## config.mk

```make
export PLATFORM = sky130hd
export DESIGN_NAME = vfmac_lane
export DESIGN_NICKNAME = d
export VERILOG_FILES = /design/src/sv/vfmac_pkg.sv /design/src/sv/vfmac_lane.sv
export SDC_FILE = /design/constraint.sdc
export NUM_CORES = 1
export LEC_CHECK = 0
export BUFFER_PORTS_ARGS = -buffer_cell sky130_fd_sc_hd__buf_2
export CAP_MARGIN = 0
export CORE_MARGIN = 5
export CORE_UTILIZATION = 62
export CTS_CLUSTER_DIAMETER = 80
export DETAILED_ROUTE_END_ITERATION = 12
export PLACE_DENSITY = 0.82
export SYNTH_ARGS = -nofsm -noshare
export SYNTH_HDL_FRONTEND = slang
export SYNTH_SLANG_ARGS = --single-unit
```

## constraint.sdc

```tcl
create_clock -name clk -period 15.95 [get_ports clk]
set_input_delay 0.7975 -clock clk [delete_from_list [all_inputs] [get_ports clk]]
set_output_delay 0.7975 -clock clk [all_outputs]
set_load 0.01 [all_outputs]
```

## src/sv/vfmac_pkg.sv

```systemverilog
`timescale 1ns / 1ps
// shared types, constants and lane selection helper for the vector fractional mac unit
// no dependencies
package vfmac_pkg;

  localparam int LANE_COUNT_DEF = 8;
  localparam int ACC_BITS_DEF   = 48;
  localparam int PACK_LANES     = 8;
  localparam int ELEM_BITS      = 16;
  localparam int LANE_IDX_BITS  = 4;
  localparam int SEL_BITS       = 4;

  localparam logic [ELEM_BITS-1:0] SAT_MAX = 16'h7fff;
  localparam logic [ELEM_BITS-1:0] SAT_MIN = 16'h8000;

  typedef enum logic {
    OP_MAC = 1'b0,
    OP_ADD = 1'b1
  } op_t;

  typedef struct packed {
    logic load;
    op_t  op;
  } ctl_t;

  typedef logic [ELEM_BITS-1:0] elem_t;

  // source lane of the second operand for destination lane idx
  function automatic logic [LANE_IDX_BITS-1:0] select_lane(
    input logic [LANE_IDX_BITS-1:0] idx,
    input logic [SEL_BITS-1:0]      sel
  );
    logic [LANE_IDX_BITS-1:0] src;
    if (sel < 4'd2) begin
      src = idx;
    end else if (sel < 4'd4) begin
      src = {idx[3:1], sel[0]};
    end else if (sel < 4'd8) begin
      src = {idx[3:2], sel[1:0]};
    end else begin
      src = {1'b0, sel[2:0]};
    end
    return src;
  endfunction

endpackage

```

## src/sv/vfmac_lane.sv

```systemverilog
`timescale 1ns / 1ps
// one lane: 16x16 signed multiply with doubling into a wrapping accumulator;
// OP_ADD writes a + b to its low 16 bits; depends on vfmac_pkg
module vfmac_lane #(
  parameter int ACCUMULATOR_BITS = vfmac_pkg::ACC_BITS_DEF
) (
  input  logic                        clk,
  input  logic                        rst_n,
  input  logic                        en,
  input  vfmac_pkg::op_t              op,
  input  vfmac_pkg::elem_t            a,
  input  vfmac_pkg::elem_t            b,
  output logic [ACCUMULATOR_BITS-1:0] acc
);
  import vfmac_pkg::*;

  logic [ACCUMULATOR_BITS-1:0] acc_r;
  logic [ACCUMULATOR_BITS-1:0] acc_nxt;
  logic signed [31:0]          prod;
  logic signed [32:0]          dbl;
  logic [ACCUMULATOR_BITS-1:0] delta;
  elem_t                       sum;

  assign prod  = $signed(a) * $signed(b);
  assign dbl   = {prod, 1'b0};
  assign delta = {{(ACCUMULATOR_BITS-33){dbl[32]}}, dbl};
  assign sum   = a + b;

  always_comb begin
    acc_nxt = acc_r;
    if (en) begin
      unique case (op)
        OP_MAC:  acc_nxt = acc_r + delta;
        OP_ADD:  acc_nxt = {acc_r[ACCUMULATOR_BITS-1:ELEM_BITS], sum};
        default: acc_nxt = acc_r;
      endcase
    end
  end

  always_ff @(posedge clk) begin
    if (!rst_n) begin
      acc_r <= '0;
    end else begin
      acc_r <= acc_nxt;
    end
  end

  assign acc = acc_r;

endmodule

```

; ---- After elaboration in Yosys (flattened, before gate mapping)
; Index checks and enable logic that the tools add are counted.
[word_totals]
regBits = 48
input_bits = 36
out_inout_bits = 48
wordCells = 8
[op_classes]
add_sub_neg = 2
multipliers = 1
mux = 1
n_bitwise = 1
n_reduce_logical = 1
[ops]
columns = op, n
row1 = 48-bit one-hot mux with 2 select lines, 1
row2 = 48-bit adder, 1
row3 = 16-bit by 16-bit multiplier with 32-bit output, 1
row4 = 16-bit adder, 1
row5 = 2-bit AND reduction, 1
row6 = 1-bit NOT, 1

; ---- Logic depth before layout (Yosys ltp)
[logic_depth]
word_depth = 3
depth_mapped = 36
mapped_depth_nobuf = 34

; ---- Worst setup path after synthesis
; OpenSTA, ideal clock, no wires.
[synth_timing]
path_kind = input-to-reg
from = input port a[15]
to = register acc_r[47] (netlist: acc[47])
setup_ns = 0.070
arrival_time_ns = 9.506
required_time_ns = 15.880
setup_slack_ns = 6.374
path_stages = 30
path_cell_list = clkbuf_1 > clkbuf_1 > nand2_1 > inv_1 > fa_1 > fa_1 > fa_1 > fa_1 > fa_1 > inv_1 > fa_1 > inv_1 > ha_1 > and2_1 > nand3_1 > a2111o_1 > a311oi_2 > nor3_2 > o41ai_1 > a21oi_2 > xor2_1 > ha_1 > nand3_2 > or3_1 > a211o_1 > o21ai_0 > a311o_1 > xnor3_1 > or3_1 > a21boi_1
[synth_between]
elab_chain_len = 3
[synth_lines]
columns = element, line_no
row1 = "start, declared", vfmac_lane.sv:11  ; input vfmac_pkg::elem_t a,
row2 = 16-bit by 16-bit multiplier with 32-bit output, vfmac_lane.sv:24  ; assign prod = $signed(a) * $signed(b);
row3 = 48-bit adder, vfmac_lane.sv:33  ; OP_MAC: acc_nxt = acc_r + delta;
row4 = 48-bit one-hot mux with 2 select lines, vfmac_lane.sv:32  ; unique case (op)
row5 = "end signal, assigned", vfmac_lane.sv:44  ; acc_r <= acc_nxt;
row6 = "end, declared", vfmac_lane.sv:17  ; logic [ACCUMULATOR_BITS-1:0] acc_r;
; Every way passes these cells. The select of a mux whose other input is x is not followed.
; A chain may end at the register's enable or synchronous reset.

; ---- Final worst setup path
[layout_timing]
from = input port a[7]
to = register acc_r[47] (netlist: acc[47])
; Same word-level chain as after synthesis.

==> impl_results.md <==
- Total CTS buffers: 5
- HPWL Detailed: about 31 mm
- Final net count: roughly 2200
- Starting DRT DRC Count: 926
- Layout area overhead: 5.17%
- GRT Total Usage: between 20 and 30%
- Vias in the first global route: between 10000 and 15000
- Worst-skew pair later-pin latency: 300 ps
- Die H: 164 um
- Slew HR: about a quarter
- Worst Skew: between 8 and 9 ps
- Worst EP arrival: just under 10000 ps
- Gr ovfl total: 0
- CTS tree: yes
- PortBufs: between 80 and 90
- Clock Path Buffers: 2
- Root buf cell: clkbuf_16
- Yosys cell types: between 70 and 80
- Layout cell share with drive strength beyond 1: approximately 6.5%
- Routed Antenna Nets: 0
- CP Launch Type: input pin
- Mapped Area: roughly 15000 um2
- Worst-path fanout max: 16
- Worst EP required: 16180 ps
- Critical Path Max Stage Delay: 530 ps
- Final Wtd Congestion: around 0.94
- Post-cts sizing count: 0
- First-pass GRT wire length: approximately 62 mm
- Syn avg cell area: 8.56 um2
- Seq cells post-synth: between 40 and 50
- Ys async rst share: 0%
- Tmin final: 9530 ps
- DR vias/cell: roughly 5.8
- Number of vias in the routed layout: roughly 12000
- Hold Crit Class: reg -> reg
- Post-Syn Instances: between 1500 and 2000
- Max Cap Violations: 0
- FMAX: around 100 MHz
- Die X: between 150 and 200 um
- Post-CTS setup buffer count: 0
- Setup repair after global routing missed its margin: no
- DRC: 0
- Worst-path clk slew: around 70 ps
- Total Wirelength: between 30 and 40 mm
- Starting density of the core: 62.8%
- Final cycle utilization of the critical path: about three fifths
- Hold-fix buffers at CTS: 0
- Ys flop type: dfxtp_1
- Fin. Hold Viols: 0
- Final Max Tran Viols: 0
- Post-synthesis sequential area ratio: around 6.5%
- Largest register FFs: 48
- Core Rows: 56
- Largest net degree at the start of global routing: 34
- Yosys warns: 0
- Clk sinks: between 40 and 50
- Outcome: complete, no violations
- CP Capture Type: register
- Iteration count of the initial detailed-routing pass: 7
- Initial antenna violation count: 0
- Slowest-stage cell, CP: fa_1
- Core ar.: roughly 23000 um2
- Final setup viols: 0
- Antenna diode count: 0
- Slew @ Worst Pin: around 1100 ps
- Synthesized net count: around 2200
- Num ports: 84
- DR WL/cell: about 18 um
- Crit path kind: in -> reg
- EDFF count, synth: 0
- Setup TNS: 0 ps
- Total Die Area: approximately 27000 um2
- H-Tree Depth: 2
synthesized netlist by cell type, types with 3 or more instances:
master | number | area [um2]
nor2b_1 | 12 | 75.1
dfxtp_1 | 48 | 961
a31oi_1 | 6 | 37.5
nor3b_1 | 3 | 22.5
o211a_1 | 6 | 60.1
nor3_1 | 13 | 65.1
a21oi_1 | 105 | 526
nand3b_1 | 3 | 22.5
nand2b_1 | 9 | 56.3
xnor2_1 | 61 | 534
nand2_1 | 194 | 728
and2_1 | 127 | 795
o21a_1 | 12 | 90.1
a21o_1 | 37 | 278
o211ai_1 | 10 | 75.1
nand3_1 | 16 | 80.1
o31ai_1 | 8 | 60.1
or3_1 | 6 | 37.5
a221o_1 | 3 | 30.0
o21ai_1 | 9 | 45.0
a21boi_0 | 6 | 45.0
inv_1 | 318 | 1190
fa_1 | 264 | 5290
mux2i_1 | 5 | 50.1
o21ai_0 | 64 | 320
a31o_2 | 3 | 26.3
ha_1 | 146 | 1830
a221oi_1 | 3 | 26.3
clkbuf_1 | 55 | 206
nand4_1 | 12 | 75.1
nor2_1 | 59 | 221
and3_1 | 7 | 43.8
xor2_1 | 25 | 219
a211o_1 | 3 | 26.3
o21bai_1 | 14 | 105
a211oi_1 | 3 | 22.5
worst paths after layout:
| check | slack (ps) | depth (start not counted) | endpoint | from |
|---|---|---|---|---|
| min | 470 | 2 | acc[0] | acc[0] |
| max reg2reg | 12260 | 12 | acc[41] | acc[1] |
| max | 6420 | 33 | acc[47] | a[7] |
| min reg2reg | 470 | 2 | acc[0] | acc[0] |
layer usage:
layer	GRT usage (%)	share of wire [%]
met4	7.28	2.5
met2	46.9	47
met1	40.2	43
met3	4.69	7.2
met5	0	0
area by class of cell:
cell class	instances	area [um2]
clock buffers	6	139
inverters	318	1190
repair buffers	85	430
flip-flops and latches	48	961
well taps	319	399
fillers	1936	7940
clock inverters	2	10.0
multi-input cells	1294	12300
critical path, delay by kind of cell:
family / cells / cell delay [ps]
adders and majority gates: 9 / 3890
AOI/OAI and AO/OA: 9 / 2480
and+or+nand+nor: 6 / 1540
buffers and inverters: 7 / 640
xor gates and xnor gates: 2 / 410
layout by cell type, fill, tap and decap left out, drive strengths merged, types with 14 or more instances in the layout:
master	count
inv	318
fa	264
nand2	195
ha	146
and2	127
a21oi	107
buf	85
o21ai	74
xnor2	61
nor2	60
dfxtp	48
a21o	37
xor2	25
nand3	17
o21bai	14
nor3	14
kinds of logic (layout without fill, tap and decap cells):
group	Yosys count	after routing	share of synthesized area (%)
AOI/OAI and AO/OA	322	322	14.2
xor gates and xnor gates	87	87	5.28
adders and majority gates	410	410	48.4
buffers and inverters	376	411	9.61
DFF	48	48	6.54
muxes	5	5	0.340
and+or+nand+nor	470	470	15.6
per-stage QoR:
step	setup WS (ps)	std cells	hold slack, ps	cell area, um2	util, %
6_report	6420	2072	469	15500	66.1
5_1_grt	5910	2072	484	15500	66.1
2_1_floorplan	6370	1718	488	14700	-
4_1_cts	6440	2072	464	15500	66.1
3_3_place_gp	6400	2064	452	15300	65.4
3_5_place_dp	6190	2064	455	15300	65.4
Power is left out: the tool's default activity adds up to more than one toggle a clock period on the data nets, which glitch-free logic cannot reach.
