==> src/sv/vfmac_pkg.sv <==
`timescale 1ns / 1ps
// shared types, constants and lane selection helper for the vector fractional mac unit
// no dependencies
package vfmac_pkg;

  localparam int LANE_COUNT_DEF = 8;
  localparam int ACC_BITS_DEF   = 48;
  localparam int PACK_LANES     = 8;
  localparam int ELEM_BITS      = 16;
  localparam int LANE_IDX_BITS  = 4;
  localparam int SEL_BITS       = 4;

  localparam logic [ELEM_BITS-1:0] SAT_MAX = 16'h7fff;
  localparam logic [ELEM_BITS-1:0] SAT_MIN = 16'h8000;

  typedef enum logic {
    OP_MAC = 1'b0,
    OP_ADD = 1'b1
  } op_t;

  typedef struct packed {
    logic load;
    op_t  op;
  } ctl_t;

  typedef logic [ELEM_BITS-1:0] elem_t;

  // source lane of the second operand for destination lane idx
  function automatic logic [LANE_IDX_BITS-1:0] select_lane(
    input logic [LANE_IDX_BITS-1:0] idx,
    input logic [SEL_BITS-1:0]      sel
  );
    logic [LANE_IDX_BITS-1:0] src;
    if (sel < 4'd2) begin
      src = idx;
    end else if (sel < 4'd4) begin
      src = {idx[3:1], sel[0]};
    end else if (sel < 4'd8) begin
      src = {idx[3:2], sel[1:0]};
    end else begin
      src = {1'b0, sel[2:0]};
    end
    return src;
  endfunction

endpackage

==> src/sv/vfmac_merge.sv <==
`timescale 1ns / 1ps
// merge stage: saturates lane accumulators and packs them into the output register;
// for OP_ADD it packs zeros; depends on vfmac_pkg
module vfmac_merge #(
  parameter int LANE_COUNT       = vfmac_pkg::LANE_COUNT_DEF,
  parameter int ACCUMULATOR_BITS = vfmac_pkg::ACC_BITS_DEF
) (
  input  logic                        clk,
  input  logic                        rst_n,
  input  vfmac_pkg::ctl_t             ctl,
  input  logic [ACCUMULATOR_BITS-1:0] lane_acc [LANE_COUNT],
  input  logic                        out_stall,
  output logic                        out_valid,
  output logic [63:0]                 out_result_lo,
  output logic [63:0]                 out_result_hi
);
  import vfmac_pkg::*;

  elem_t       res_elem [PACK_LANES];
  logic [63:0] lo_nxt;
  logic [63:0] hi_nxt;
  logic        valid_r;
  logic        valid_nxt;
  logic [63:0] lo_r;
  logic [63:0] hi_r;

  genvar k;
  generate
    for (k = 0; k < PACK_LANES; k++) begin : g_sat
      if (k < LANE_COUNT) begin : g_live
        logic [ACCUMULATOR_BITS-32:0] upper;
        assign upper = lane_acc[k][ACCUMULATOR_BITS-1:31];
        always_comb begin
          if (ctl.op == OP_ADD) begin
            res_elem[k] = '0;
          end else if ((&upper) || !(|upper)) begin
            res_elem[k] = lane_acc[k][31:16];
          end else if (lane_acc[k][ACCUMULATOR_BITS-1]) begin
            res_elem[k] = SAT_MIN;
          end else begin
            res_elem[k] = SAT_MAX;
          end
        end
      end else begin : g_absent
        assign res_elem[k] = '0;
      end
    end

    for (k = 0; k < PACK_LANES / 2; k++) begin : g_pack
      assign lo_nxt[ELEM_BITS*k +: ELEM_BITS] = res_elem[k];
      assign hi_nxt[ELEM_BITS*k +: ELEM_BITS] = res_elem[k + PACK_LANES / 2];
    end
  endgenerate

  assign valid_nxt = ctl.load | (valid_r & out_stall);

  always_ff @(posedge clk) begin
    if (!rst_n) begin
      valid_r <= 1'b0;
    end else begin
      valid_r <= valid_nxt;
    end
  end

  always_ff @(posedge clk) begin
    if (ctl.load) begin
      lo_r <= lo_nxt;
      hi_r <= hi_nxt;
    end
  end

  assign out_valid     = valid_r;
  assign out_result_lo = lo_r;
  assign out_result_hi = hi_r;

endmodule
==> config.mk <==
export PLATFORM = sky130hd
export DESIGN_NAME = vfmac_merge
export DESIGN_NICKNAME = d
export VERILOG_FILES = /design/src/sv/vfmac_pkg.sv /design/src/sv/vfmac_merge.sv
export SDC_FILE = /design/constraint.sdc
export NUM_CORES = 1
export LEC_CHECK = 0
export ABC_AREA = 1
export BUFFER_PORTS_ARGS = -buffer_cell sky130_fd_sc_hd__buf_2
export CORE_AREA = 10 10 191 193
export DETAILED_ROUTE_END_ITERATION = 12
export DIE_AREA = 0 0 201 203
export SYNTH_ARGS = -nofsm -noshare
export SYNTH_HDL_FRONTEND = slang
export SYNTH_SLANG_ARGS = --single-unit
==> constraint.sdc <==
create_clock -name clk -period 1.2 [get_ports clk]
set_input_delay 0.12 -clock clk [delete_from_list [all_inputs] [get_ports clk]]
set_output_delay 0.12 -clock clk [all_outputs]
set_load 0.01 [all_outputs]
; ---- Word level (Yosys, flattened, before mapping)
; Cells that the tools add are included.
[op_classes]
n_mux = 16
bitwise = 2
reduce_logical = 32
[op_table]
columns = op, count
row1 = 16-bit 2-to-1 mux, 16
row2 = 17-bit AND reduction, 8
row3 = 17-bit OR reduction, 8
row4 = 1-bit zero test, 8
row5 = 1-bit logical OR, 8
row6 = 1-bit AND, 1
row7 = 1-bit bitwise OR, 1
[totals]
ff_bits = 129
inputBits = 389
output_inout_bits = 129

; ---- Logic depth before layout (Yosys ltp)
[logic_depth]
depth_word = 4
ltp_mapped = 9

; ---- Worst setup path before layout
; No wires, ideal clock.
[synth_path]
path_kind = input -> register
start = input port lane_acc[226] (netlist bit)
end = register lo_r[53], in the netlist out_result_lo[53], data pin
setup_time_ns = 0.276
t_arrival_ns = 0.906
required_ns = 0.924
path_slack_ns = 0.018
stages = 6
path_buffers = 1
path_cell_list = or2_0 > nor2_1 > nand3_1 > nand2_1 > buf_6 > a21oi_1
[synth_via]
elab_chain_len = 4
[synth_rtl]
columns = item, line
row1 = start: declaration, vfmac_merge.sv:11  ; input logic [ACCUMULATOR_BITS-1:0] lane_acc [LANE_COUNT],
row2 = 17-bit OR reduction, vfmac_merge.sv:36  ; end else if ((&upper) || !(|upper)) begin
row3 = 1-bit zero test, vfmac_merge.sv:36
row4 = 1-bit logical OR (*), vfmac_merge.sv:36
row5 = 16-bit 2-to-1 mux (*), vfmac_merge.sv:36
row6 = end signal: assignment, vfmac_merge.sv:67  ; lo_r <= lo_nxt;
row7 = end: declaration, vfmac_merge.sv:24  ; logic [63:0] lo_r;
; Every way passes the cells marked *; elsewhere a longest branch is shown, timed or not.
; A chain may end at the register's enable or synchronous reset.

; ---- Worst setup path after layout
[layout_path]
start = register valid_r, in the netlist out_valid
end = register valid_r, in the netlist out_valid
[layout_via]
elab_chain_len = 2
[layout_rtl]
columns = item, line
row1 = start: declaration, vfmac_merge.sv:22  ; logic valid_r;
row2 = start signal: assignment, vfmac_merge.sv:61  ; valid_r <= valid_nxt;
row3 = 1-bit AND, vfmac_merge.sv:55  ; assign valid_nxt = ctl.load | (valid_r & out_stall);
row4 = 1-bit bitwise OR, vfmac_merge.sv:55
; No other way between the ends.

==> key figures <==
Outcome
  • Status: complete, no violations

Critical path
  • Critical Path Max Stage Delay: approximately 560 ps
  • Slowest cell on crit path: dlygate4sd3_1
  • Worst setup SP type: flop
  • CP endpoint kind: flop
  • Critical Path RT: 1510 ps
  • Crit path max fanout: 2
  • CP Capture Point: out_valid$_SDFF_PN0_
  • Crit path DAT: 1470 ps
  • Worst r2r dst: out_valid$_SDFF_PN0_
  • Crit. Startpoint: out_valid$_SDFF_PN0_
  • R2R Setup Slk: 30 ps
  • CP Cell Sequence: a21oi_2, nor2_1, dlygate4sd3_1
  • Reg-to-Reg Start: out_valid$_SDFF_PN0_
  • Register-to-Register Path Depth: 3
  • Crit path kind: flop to flop

Clock tree
  • Clock Sinks: ~130
  • Root Driver: clkbuf_16
  • Num CTS Buffers: 17
  • Post CTS Setup Buffer Count: 0
  • CTS tree: done
  • H-tree Lvls: 4
  • Worst skew pair latency: 420 ps
  • Clk buf depth: 2
  • Clock transition at path regs: 60 ps

Route
  • 1st-pass router iterations: 5
  • Total length of routed wires: 27.1 mm
  • Remaining antenna violation count after routing: 0
  • Routed length per instance: 17.4 um
  • 1st-iter DRT viols: 193
  • Total number of vias: ~6400
  • DRC viols: 0
  • Vias per cell: 4.13

Finish
  • Design area: 9880 um^2
  • Non-filler cells, final: 1560
  • Final Util: 30.4%
  • Fill cells: 3486
  • Final net count: 1494
  • Layout cells sized above 1: ~41%
  • ANT cells: 0
  • Layout area overhead: 58.9%
  • Most common cell after layout, fill and taps aside: buf_2
  • Most frequent cells in the layout: buf_2, nand2_1, edfxtp_1

Floorplanning
  • Die Width: 201 um
  • Row Count: 66
  • Die Area: between 40000 and 50000 um^2
  • I/O Pins: between 500 and 600
  • Die height: 203 um
  • Starting Density: between 10% and 20%
  • Core Footprint: 32500 um^2

Logic synthesis
  • Compound-Gate Fraction of Synth Area: between 10% and 20%
  • Largest family of logic cells by synthesized area: simple AND/OR/NAND/NOR gates
  • Post-synthesis sequential area ratio: between 60 and 70%
  • FF+latch count, synth: around 130
  • Mapped cell area: 6220 um^2
  • Synth Area in Simple Gates: 23.2%
  • Mapped Cells: 660
  • Syn nets: 1049
  • Synth Area in Adders: 0%
  • Yosys top cell by area: edfxtp_1
  • Synth Area in XOR/XNOR: 0%
  • Yosys Warn Count: 0
  • Avg Cell Area, Syn: 9.42 um^2
  • Area contributors post-synth: edfxtp_1, nand2_1, a21oi_1
  • Post-synthesis mux area share: 0%
  • Post-synth top area share: 61.8%
  • Synth cell types: 20

Placement
  • Hpwl dp: 22.0 mm
  • Dpl cells: ~1500
  • RD Place Congestion: 0.874
  • Cell Area, Placed: 8940 um^2
  • Port bufs: 389

STA
  • Final Cycle Share: 97.2%
  • Min Tclk post-route: about 1200 ps
  • # setup viols final: 0
  • Max Freq: 857 MHz
  • RSZ-0062 raised after global routing: no
  • Worst hold slack: 30.4 ps
  • Slew Viols, Final: 0
  • Tightest Pin Transition: 471 ps
  • Final hold vios: 0
  • Slew headroom: 68.3%
  • Final Skew: 0 ps

Power
  • Maximum VDD drop: ~1.0 mV
  • Power Density: 1230 nW/um^2
  • Final Power: 0.0122 W
  • Leak Pwr: 4.16 nW

Global routing
  • First-pass GRT wire length: 39.6 mm
  • Vias in the first global route: ~6700
  • Total grt overflow: 0
  • Initial antenna violation count: 3
  • Largest net degree at the start of global routing: 61
  • Tot GR Track Use: approximately an eighth

Min path
  • Worst Hold Class: input pin to flop

Run
  • MaxCap Viol Count: 0
==> what timing repair did <==
| item | CTS | global route |
|---|---|---|
| resized for setup | 2 | 3 |
| pin swaps | 0 | 1 |
| endpoints found under the hold margin | 36 | 0 |
| hold buffers | 37 | 0 |
| endpoints found under the setup margin | 1 | 2 |
==> cells by family (layout without fill, tap and decap cells) <==
group / Yosys count / in the layout
and+or+nand+nor: 356 / 356
DFF: 129 / 129
AOI/OAI and AO/OA: 122 / 122
buffers and inverters: 53 / 511
==> worst min path at each step <==
stage	start	to	cells after the start
after floorplan	rst_n	out_valid$_SDFF_PN0_	2
after global placement	rst_n	out_valid$_SDFF_PN0_	3
after detailed placement	rst_n	out_valid$_SDFF_PN0_	3
after CTS	lane_acc[211]	out_result_lo[51]$_SDFFCE_PP0P_	3
after global routing	lane_acc[311]	out_result_lo[23]$_SDFFCE_PP0P_	3
final	lane_acc[119]	out_result_hi[23]$_SDFFCE_PP0P_	3
==> per-stage QoR <==
stage | setup TNS [ps] | worst slack (ps)
after CTS | -14.6 | -14.6
after global placement | -16460 | -284
after detailed placement | -18910 | -339
final | 0 | 33.7
after global routing | 0 | 1.82
after floorplan | 0 | 18.3
==> Yosys cell counts (all sizes together) <==
cell / number
nand3: 16
a21oi: 121
or2: 7
nor3: 16
o21ai: 1
inv: 23
buf: 24
nand2: 198
nand4: 10
dfxtp: 1
clkbuf: 6
nand3b: 1
nor2: 108
edfxtp: 128
==> metal layers <==
metal / global-route usage, % / vias up / share of wire [%]
met5: 0 / - / 0.13
met2: 20.7 / 294 / 47
met4: 4.49 / 6 / 2.2
met1: 14.2 / 2967 / 40
met3: 6.32 / 37 / 11
li1: - / 3142 / -
==> where the power goes <==
part           switching [W]  leakage, nW  total [W]  internal (W)
Clock                0.00205        0.254    0.00488       0.00283
Sequential         0.0000966         1.24    0.00545       0.00535
Combinational        0.00101         2.66    0.00187      0.000854
Total                0.00316         4.16     0.0122       0.00903
==> cell type report <==
cell class,count,area [um^2],share of cell area (%)
Multi-Input combinational cell,478,2080,21.0
Inverter,23,86.3,0.874
Tap cell,442,553,5.60
Sequential cell,129,3860,39.1
Clock inverter,14,116,1.18
Clock buffer,18,429,4.35
Timing Repair Buffer,456,2750,27.9
==> registers in the layout, indices dropped and copies added, names as in the netlist <==
name / cells
out_result_hi: 64
out_valid: 1
out_result_lo: 64
==> worst max-delay path, delay by kind of cell, from the launching register on <==
family / cells / cell delay, ps
buffers and inverters: 1 / 560
flip-flops: 1 / 320
AO/OA/AOI/OAI: 1 / 120
AND/OR/NAND/NOR: 1 / 40
Power figures use the tool's default switching activity.
