### src/sv/vfmac_pkg.sv
`timescale 1ns / 1ps
// shared types, constants and lane selection helper for the vector fractional mac unit
// no dependencies
package vfmac_pkg;

  localparam int LANE_COUNT_DEF = 8;
  localparam int ACC_BITS_DEF   = 48;
  localparam int PACK_LANES     = 8;
  localparam int ELEM_BITS      = 16;
  localparam int LANE_IDX_BITS  = 4;
  localparam int SEL_BITS       = 4;

  localparam logic [ELEM_BITS-1:0] SAT_MAX = 16'h7fff;
  localparam logic [ELEM_BITS-1:0] SAT_MIN = 16'h8000;

  typedef enum logic {
    OP_MAC = 1'b0,
    OP_ADD = 1'b1
  } op_t;

  typedef struct packed {
    logic load;
    op_t  op;
  } ctl_t;

  typedef logic [ELEM_BITS-1:0] elem_t;

  // source lane of the second operand for destination lane idx
  function automatic logic [LANE_IDX_BITS-1:0] select_lane(
    input logic [LANE_IDX_BITS-1:0] idx,
    input logic [SEL_BITS-1:0]      sel
  );
    logic [LANE_IDX_BITS-1:0] src;
    if (sel < 4'd2) begin
      src = idx;
    end else if (sel < 4'd4) begin
      src = {idx[3:1], sel[0]};
    end else if (sel < 4'd8) begin
      src = {idx[3:2], sel[1:0]};
    end else begin
      src = {1'b0, sel[2:0]};
    end
    return src;
  endfunction

endpackage

### src/sv/vfmac_sel.sv
`timescale 1ns / 1ps
// element selector: broadcasts the second operand lanes per element_select
// depends on vfmac_pkg
module vfmac_sel #(
  parameter int LANE_COUNT = vfmac_pkg::LANE_COUNT_DEF
) (
  input  logic [63:0]                   other_lo,
  input  logic [63:0]                   other_hi,
  input  logic [vfmac_pkg::SEL_BITS-1:0] element_select,
  output vfmac_pkg::elem_t              lane_b [LANE_COUNT]
);
  import vfmac_pkg::*;

  elem_t other_elem [PACK_LANES];

  genvar k;
  generate
    for (k = 0; k < PACK_LANES / 2; k++) begin : g_unpack
      assign other_elem[k]                  = other_lo[ELEM_BITS*k +: ELEM_BITS];
      assign other_elem[k + PACK_LANES / 2] = other_hi[ELEM_BITS*k +: ELEM_BITS];
    end

    for (k = 0; k < LANE_COUNT; k++) begin : g_lane
      logic [LANE_IDX_BITS-1:0] src;
      assign src = select_lane(LANE_IDX_BITS'(k), element_select);
      always_comb begin
        if (int'(src) < LANE_COUNT && int'(src) < PACK_LANES) begin
          lane_b[k] = other_elem[src[2:0]];
        end else begin
          lane_b[k] = '0;
        end
      end
    end
  endgenerate

endmodule

### config.mk
export PLATFORM = sky130hd
export DESIGN_NAME = vfmac_sel
export DESIGN_NICKNAME = d
export VERILOG_FILES = /design/src/sv/vfmac_pkg.sv /design/src/sv/vfmac_sel.sv
export SDC_FILE = /design/constraint.sdc
export NUM_CORES = 1
export LEC_CHECK = 0
export ABC_AREA = 1
export BUFFER_PORTS_ARGS = -buffer_cell sky130_fd_sc_hd__buf_2
export CAP_MARGIN = 40
export CORE_AREA = 5 5 104 106
export DETAILED_ROUTE_END_ITERATION = 10
export DIE_AREA = 0 0 109 111
export GPL_ROUTABILITY_DRIVEN = 0
export PLACE_DENSITY = 0.88
export SLEW_MARGIN = 20
export SYNTH_ARGS = -nofsm -noshare
export SYNTH_HDL_FRONTEND = slang
export SYNTH_SLANG_ARGS = --single-unit
### constraint.sdc
create_clock -name vclk -period 1.95
set_input_delay 0.195 -clock vclk [all_inputs]
set_output_delay 0.195 -clock vclk [all_outputs]
set_load 0.01 [all_outputs]
Word-level counts from Yosys, hierarchy flattened
Cells that the tools add are included.
Storage, ports and cells
  register bits after elaboration: 0
  bits in latches: 0
  bits in writable memories: 0
  ROM bits: 0
  output and inout bits: 128
  memories kept: 0
Operators by class
  $add $sub $neg: 0
  multipliers: 0
  divide/modulo/power cells: 0
  order comparisons: 19
  equality and inequality tests: 0
  shifts and indexed selects: 0
  mux-type cells: 46
  bitwise operators: 8
  reductions and logical operators: 0
Operator list (number)
  $bmux W16 S3: 8
  $mux W16: 24
  $lt A4 B4 Y1 const B: 9
  $ge A4 B4 Y1 const B: 8
  $mux W4: 8
  $not A3 Y4: 8
  $mux W3: 6
  $lt A4 B2 Y1 const B: 1
  $lt A4 B3 Y1 const B: 1

Logic depth before layout (Yosys ltp)
Gate-level depths: netlist (run 1).
  word-level depth: 9
  gate-level depth with buffers: 8
  gate-level depth less buffers: 7

Least setup slack after synthesis (run 1)
No wires, ideal clock.
  path kind: input-to-output
  from: input element_select[0] (netlist name)
  to: output lane_b[18] (netlist name)
  data arrival time: 1149 ps
  data required time: 1755 ps
  setup slack: 606 ps
  cell stages on the path: 7
  cells stage by stage: inv_2 buf_2 buf_1 nand3_1 nand3_1 nand3_1 nand2_1
RTL lines
  start, declared: RTL line vfmac_sel.sv:9  | input logic [vfmac_pkg::SEL_BITS-1:0] element_select,
  end, declared: RTL line vfmac_sel.sv:10  | output vfmac_pkg::elem_t lane_b [LANE_COUNT]

==> impl_metrics.toml, run 1 <==
[synth]
synth_compound_area_share_pct = 0
synthMuxAreaShare_pct = 0
synth_nets = 956
syn_avg_cell_area_um2 = 4.595
yosys.area_share.simple_pct = 90.48
syn-cell-area_mm2 = 0.003786
netlist_instances = 824
synth_cell_types = 13
synth_fa_ha_area_share_pct = 0
synthXorXnorAreaFrac_pct = 0
synth_top_family_by_area = "simple AND/OR/NAND/NOR gates"
yosys_warnings = 0
yosysSeqAreaShare_pct = 0

[route]
wl_met2_mm = 8.605
drt_wl_total_mm = 19.90
drt-wirelength-per-cell_um = 16.96
dr.pass1.iters = 8
drc = 0
antenna_left = 0
wl_met3_mm = 3.216
num_vias = 7326
wl_met1_mm = 7.094
viasPerCell = 6.246
drt_iter0_drc = 1218
top_layer_used = "met5"

[global_route]
grt_max_degree = 65
track_usage_pct = 29.75
gr-total-overflow = 0
grt_first_pass_wirelength_mm = 30.12
antenna_found_initial = 1
grt_pass1_vias = 6321

[setup_path]
path_depth = 9
crit_path_frequent_cell = "nand3_1"
cp_num_buf_inv = 3
cp_max_fo = 64
cp_data_required_time_ns = 1.75
crit_chain = "buf_2 -> nor2_4 -> nand2_4 -> buf_12 -> nand3_1 -> nand3_1 -> nand3_1 -> nand2_1 -> buf_2"
critPathLaunchType = "input pin"
startpoint = "element_select[3]"
max_stage_delay_ns = 0.27
endpoint = "lane_b[51]"
cp.arrival_ns = 1.72
slowest_stage = "buf_12"
crit_family = "simple AND/OR/NAND/NOR gates"
crit_path_end_kind = "primary output"
worstSetupPathType = "input pin to primary output"

[finish]
seq_cell_count = 0
area_growth_syn_to_layout_pct = 41.34
nClkBuffers = 0
drive_above_1_share_pct = 29.71
finish.instance_area_mm2 = 0.005351
fin_nets = 1174
nFillCells = 960
antenna_cells = 0
regArea_um2 = 0

[floorplan]
die_height_um = 111
row_count = 36
die_area_mm2 = 0.01210
core-area_mm2 = 0.009684
die_w_um = 109
initial_core_util_pct = 39.10
pin_count = 260

[worst_hold_path]
hold_start = "other_hi[5]"
min_path_type = "input pin to primary output"

[placed_design]
hpwl_mm = 15.19
dpl_worst_slack_ns = 0.07586
placed_area_mm2 = 0.005300
place.port_buffers = 260

[timing]
setup_violations = 0
final_max_slew_viol_count = 0
fin_crit_ns = 1.911
rsz0062_at_grt = "true"
hold_viol = 0
worst_slack_ns = 0.03863
worstMarginPinSlew_ns = 0.4283
finalSetupTns_ns = 0
post-route-period-util_pct = 98.02
relSlewSlack_pct = 71.45
fmax_ghz = 0.5232

[power]
combPwrFrac_pct = 100.0
p_switching_mw = 1.212
vdd_ir_drop_max_mv = 0.1621
power_density_mw_per_mm2 = 369.6
pwr-share-seq_pct = 0
switching_share_pct = 61.28
p_leak_nw = 3.249
p_int_mw = 0.7657
clockPowerShare_pct = 0
total_power_mw = 1.978

[clock_tree]
cts_resized = 0
hold_buffers = 0
post_cts.repair.setup_buffers = 0

[run_status]
status = "complete, no violations"

[job]
drv_cap = 0
-- layout by cell type (no fill, tap or decap) --
cell / n
buf_4: 16
nand3_1: 473
nand2_2: 1
nor2_4: 3
nand2_1: 256
inv_1: 2
nand3_2: 7
inv_2: 5
buf_2: 260
buf_16: 1
buf_12: 11
nor2_2: 1
buf_6: 1
nand2_4: 3
-- layout make-up --
cell class	instances	area (um2)	area share (%)
Inverter	7	26.28	0.4910
Timing Repair Buffer	289	1680	31.40
Multi-Input combinational cell	744	3478	65.00
Tap cell	133	166.4	3.110
-- cells by family after synthesis --
family,after synthesis
and+or+nand+nor,744
buffers and inverters,80
-- through the flow --
| step | hold WS [ns] | std cells | util [%] |
|---|---|---|---|
| floorplan | 0.6229 | 824 | - |
| global placement | 0.8154 | 1173 | 54.73 |
| detailed placement | 0.8238 | 1173 | 54.73 |
| CTS | 0.8259 | 1173 | 54.73 |
| global route | 0.8617 | 1173 | 55.26 |
| finish | 0.8206 | 1173 | 55.26 |
-- routing by layer --
metal	vias up	global-route usage (%)
met5	-	0
met1	3146	38.52
li1	3314	-
met3	147	7.047
met2	717	46.31
met4	2	13.05
-- synthesized netlist by cell type, drive strengths merged --
cell type	instances	area, um2
clkbuf	26	97.59
buf	47	236.5
nor2	4	30.03
nand2	260	993.5
inv	7	26.28
nand3	480	2402
-- how the worst min path moves through the flow --
stage / end / slack (ns) / cells after the start
after global routing: lane_b[54] / 0.86 / 6
after detailed placement: lane_b[57] / 0.82 / 6
final: lane_b[53] / 0.82 / 6
after floorplan: lane_b[81] / 0.62 / 4
after global placement: lane_b[82] / 0.82 / 6
after CTS: lane_b[87] / 0.83 / 6
-- power by group through the flow --
stage / logic (mW) / clock network (mW) / registers (mW)
after floorplan: 1.13 / 0 / 0
after global placement: 1.90 / 0 / 0
after detailed placement: 1.93 / 0 / 0
after CTS: 1.94 / 0 / 0
after global routing: 2.15 / 0 / 0
final: 1.98 / 0 / 0
Note: power is estimated with default switching activity, not from simulation.
==> run 2, diff against run 1 <==
--- a/config.mk
+++ b/config.mk
@@ -8,9 +8,9 @@
 export ABC_AREA = 1
 export BUFFER_PORTS_ARGS = -buffer_cell sky130_fd_sc_hd__buf_2
 export CAP_MARGIN = 40
-export CORE_AREA = 5 5 104 106
+export CORE_AREA = 2 2 101 103
 export DETAILED_ROUTE_END_ITERATION = 10
-export DIE_AREA = 0 0 109 111
+export DIE_AREA = 0 0 103 105
 export GPL_ROUTABILITY_DRIVEN = 0
 export PLACE_DENSITY = 0.88
 export SLEW_MARGIN = 20
==> constraint.sdc (replaced) <==
create_clock -name vclk -period 1.95
set_input_delay 0 -clock vclk [all_inputs]
set_output_delay 0 -clock vclk [all_outputs]
set_load 0.01 [all_outputs]
==> impl_metrics.toml, run 2 (same netlist as run 1, synthesis figures left out) <==
[finish]
antenna_cells = 0
finish.instance_area_mm2 = 0.005197
drive_above_1_share_pct = 28.56
final_cell_mix = "nand3_1 (480), buf_2 (260), nand2_1 (256)"
area_growth_syn_to_layout_pct = 37.28
nFillCells = 1049
final_cell_count_no_fill = 1166
regArea_um2 = 0
nClkBuffers = 0
layout_commonest_cell = "nand3_1"
fin_nets = 1167
fin_util_pct = 53.92
seq_cell_count = 0

[power]
p_int_mw = 0.7342
switching_share_pct = 62.02
total_power_mw = 1.933
combPwrFrac_pct = 100.0
pwr-share-seq_pct = 0
p_leak_nw = 3.182
power_density_mw_per_mm2 = 371.9
clockPowerShare_pct = 0
vdd_ir_drop_max_mv = 0.1396
p_switching_mw = 1.199

[timing]
worstMarginPinSlew_ns = 0.6383
fin_crit_ns = 1.714
worst_slack_ns = 0.2355
final_max_slew_viol_count = 0
post-route-period-util_pct = 87.92
hold_viol = 0
relSlewSlack_pct = 57.45
setup_violations = 0
finalSetupTns_ns = 0
fmax_ghz = 0.5833
rsz0062_at_grt = "false"
hold_ws_ns = 0.4338

[floorplan]
die_w_um = 103
die_area_mm2 = 0.01082
initial_core_util_pct = 39.28
core-area_mm2 = 0.009639
row_count = 36
die_height_um = 105
pin_count = 260

[clock_tree]
hold_buffers = 0
post_cts.repair.setup_buffers = 0
cts_resized = 0

[global_route]
grt_max_degree = 65
grt_pass1_vias = 5983
track_usage_pct = 32.46
gr-total-overflow = 0
antenna_found_initial = 0
grt_first_pass_wirelength_mm = 29.17

[setup_path]
crit_path_end_kind = "primary output"
cp_max_fo = 28
cp_data_required_time_ns = 1.95
cp.arrival_ns = 1.71
worstSetupPathType = "input pin to primary output"
critPathLaunchType = "input pin"

[job]
drv_cap = 0

[placed_design]
dpl_worst_slack_ns = 0.2624
place_inst = 1166
placed_area_mm2 = 0.005197
hpwl_mm = 14.34
place.port_buffers = 260

[route]
num_vias = 7250
viasPerCell = 6.218
antenna_left = 0
dr.pass1.iters = 11
drc = 3
drt_iter0_drc = 1094
drt-wirelength-per-cell_um = 16.36
drt_wl_total_mm = 19.07

[worst_hold_path]
min_path_type = "input pin to primary output"

[run_status]
status = "finished with violations"
violations = "design-rule violations"
run 2: changes by cell type in the layout (fill, tap and decap cells not counted), sizes merged:
cell	delta
buf	-7
run 2: final cells by class:
type,instances,area (um2),share of cell area (%)
multi-input cells,744,3438,66.15
inverters,7,26.28,0.5055
repair buffers,282,1567,30.14
well taps,133,166.4,3.202
run 2: final timing paths:
path,start,end,depth (start not counted)
worst max-delay path,element_select[3],lane_b[67],10
worst min-delay path,other_lo[11],lane_b[123],6
run 2: critical path, stage by stage:
cell     delay [ns]
buf_2          0.13
nor2_4         0.22
nand2_4        0.13
nand2_4        0.09
buf_4          0.30
nand2_1        0.12
nand3_1        0.13
nand3_1        0.30
nand2_1        0.16
buf_2          0.14
run 2: power groups by stage:
stage                     clock (mW)  combinational, mW  sequential [mW]
after detailed placement           0               1.89                0
final                              0               1.93                0
after global routing               0               2.11                0
after global placement             0               1.86                0
after floorplan                    0               1.13                0
after CTS                          0               1.90                0
run 2: routing by layer:
metal	track usage (%)	vias up	part of all wire, %
met2	50.46	750	44
met1	43.43	3089	37
met3	9.833	103	16
met4	7.989	0	3.1
li1	-	3308	-
met5	0	-	0
==> run 3, diff against run 2 <==
--- a/config.mk
+++ b/config.mk
@@ -8,11 +8,13 @@
 export ABC_AREA = 1
 export BUFFER_PORTS_ARGS = -buffer_cell sky130_fd_sc_hd__buf_2
 export CAP_MARGIN = 40
-export CORE_AREA = 2 2 101 103
+export CELL_PAD_IN_SITES_DETAIL_PLACEMENT = 0
+export CELL_PAD_IN_SITES_GLOBAL_PLACEMENT = 1
+export CORE_AREA = 2 2 124 126
 export DETAILED_ROUTE_END_ITERATION = 10
-export DIE_AREA = 0 0 103 105
+export DIE_AREA = 0 0 126 128
 export GPL_ROUTABILITY_DRIVEN = 0
-export PLACE_DENSITY = 0.88
+export PLACE_DENSITY = 0.95
 export SLEW_MARGIN = 20
 export SYNTH_ARGS = -nofsm -noshare
 export SYNTH_HDL_FRONTEND = slang
==> constraint.sdc (replaced) <==
create_clock -name vclk -period 1.75
set_input_delay 0 -clock vclk [all_inputs]
set_output_delay 0 -clock vclk [all_outputs]
set_load 0.01 [all_outputs]
==> impl_metrics.toml, run 3 (same netlist as run 1, synthesis figures left out) <==
[placed_design]
place.port_buffers = 260
hpwl_mm = 15.30

[route]
antenna_left = 0
dr.pass1.iters = 6
drc = 0
drt-wirelength-per-cell_um = 16.13
num_vias = 6990
viasPerCell = 5.715
drt_iter0_drc = 848
drt_wl_total_mm = 19.72

[finish]
layout_commonest_cell = "nand3_1"
nClkBuffers = 0
final_cell_mix = "nand3_1 (480), buf_2 (260), nand2_1 (256)"
fin_nets = 1169
fin_util_pct = 35.87
antenna_cells = 0
drive_above_1_share_pct = 28.70
multi_input_area_mm2 = 0.003438
regArea_um2 = 0
area_growth_syn_to_layout_pct = 40.81
nFillCells = 1732
seq_cell_count = 0

[timing]
final_max_slew_viol_count = 0
worstMarginPinSlew_ns = 0.6509
fmax_ghz = 0.6357
rsz0062_at_grt = "false"
finalSetupTns_ns = 0
setup_violations = 0
post-route-period-util_pct = 89.89
fin_crit_ns = 1.573
hold_viol = 0
hold_ws_ns = 0.4215
relSlewSlack_pct = 56.61

[clock_tree]
hold_buffers = 0
cts_resized = 0
post_cts.repair.setup_buffers = 0

[setup_path]
cp_num_buf_inv = 3
crit_family = "simple AND/OR/NAND/NOR gates"
cp_max_fo = 38
crit_path_end_kind = "primary output"
critPathLaunchType = "input pin"
cp_data_required_time_ns = 1.75
startpoint = "element_select[3]"
path_depth = 10
endpoint = "lane_b[24]"
worstSetupPathType = "input pin to primary output"
max_stage_delay_ns = 0.27
slowest_stage = "nand3_1"
crit_chain = "buf_2 -> nor2_4 -> nand2_4 -> nand2_4 -> buf_12 -> nand2_1 -> nand3_1 -> nand3_1 -> nand2_1 -> buf_2"
cp.arrival_ns = 1.57

[floorplan]
die_height_um = 128
die_area_mm2 = 0.01613
core-area_mm2 = 0.01486
row_count = 45
initial_core_util_pct = 25.47
die_w_um = 126
pin_count = 260

[power]
vdd_ir_drop_max_mv = 0.1269
p_leak_nw = 3.210
power_density_mw_per_mm2 = 405.0
total_power_mw = 2.159

[worst_hold_path]
min_path_type = "input pin to primary output"

[global_route]
grt_pass1_vias = 5853
grt_max_degree = 66
grt_first_pass_wirelength_mm = 30.02
track_usage_pct = 22.16
antenna_found_initial = 0
gr-total-overflow = 0

[run_status]
status = "complete, no violations"

[job]
drv_cap = 0
[run 3: changes by cell type in the layout (fill, tap and decap cells not counted)]
cell    before  now
buf_4       14   12
buf_12       8   12
[run 3: worst min-delay path by stage]
stage,startpoint,endpoint,slack (ns),cells past startpoint
6_report,other_lo[33],lane_b[81],0.42,6
5_1_grt,other_lo[33],lane_b[81],0.45,6
4_1_cts,other_lo[33],lane_b[81],0.43,6
3_5_place_dp,other_lo[33],lane_b[81],0.42,6
3_3_place_gp,other_lo[33],lane_b[81],0.42,6
2_1_floorplan,other_lo[33],lane_b[81],0.23,4
[run 3: layout make-up]
cell class / instances / share of cell area, %
Timing Repair Buffer: 284 / 30.60
Inverter: 7 / 0.4928
Multi-Input combinational cell: 744 / 64.49
Tap cell: 188 / 4.412
[run 3: metrics by stage]
| stage | worst slack (ns) | area (um2) | instances |
|---|---|---|---|
| floorplan | 0.7961 | 3786 | 824 |
| global placement | 0.2326 | 5331 | 1223 |
| detailed placement | 0.2232 | 5331 | 1223 |
| CTS | 0.2188 | 5331 | 1223 |
| global route | 0.08288 | 5331 | 1223 |
| finish | 0.1769 | 5331 | 1223 |
[run 3: report_power, final]
part | internal [mW] | switching (mW)
Clock | 0 | 0
Combinational | 0.837 | 1.32
Sequential | 0 | 0
Total | 0.837 | 1.32
[run 3: layer usage]
layer  vias up  GRT usage (%)  routed length (um)
li1       3315              -                   -
met1      3110          33.08                8544
met2       528          34.28                8594
met3        37          2.963                2257
met4         0          3.620                 325
met5         -              0                   0
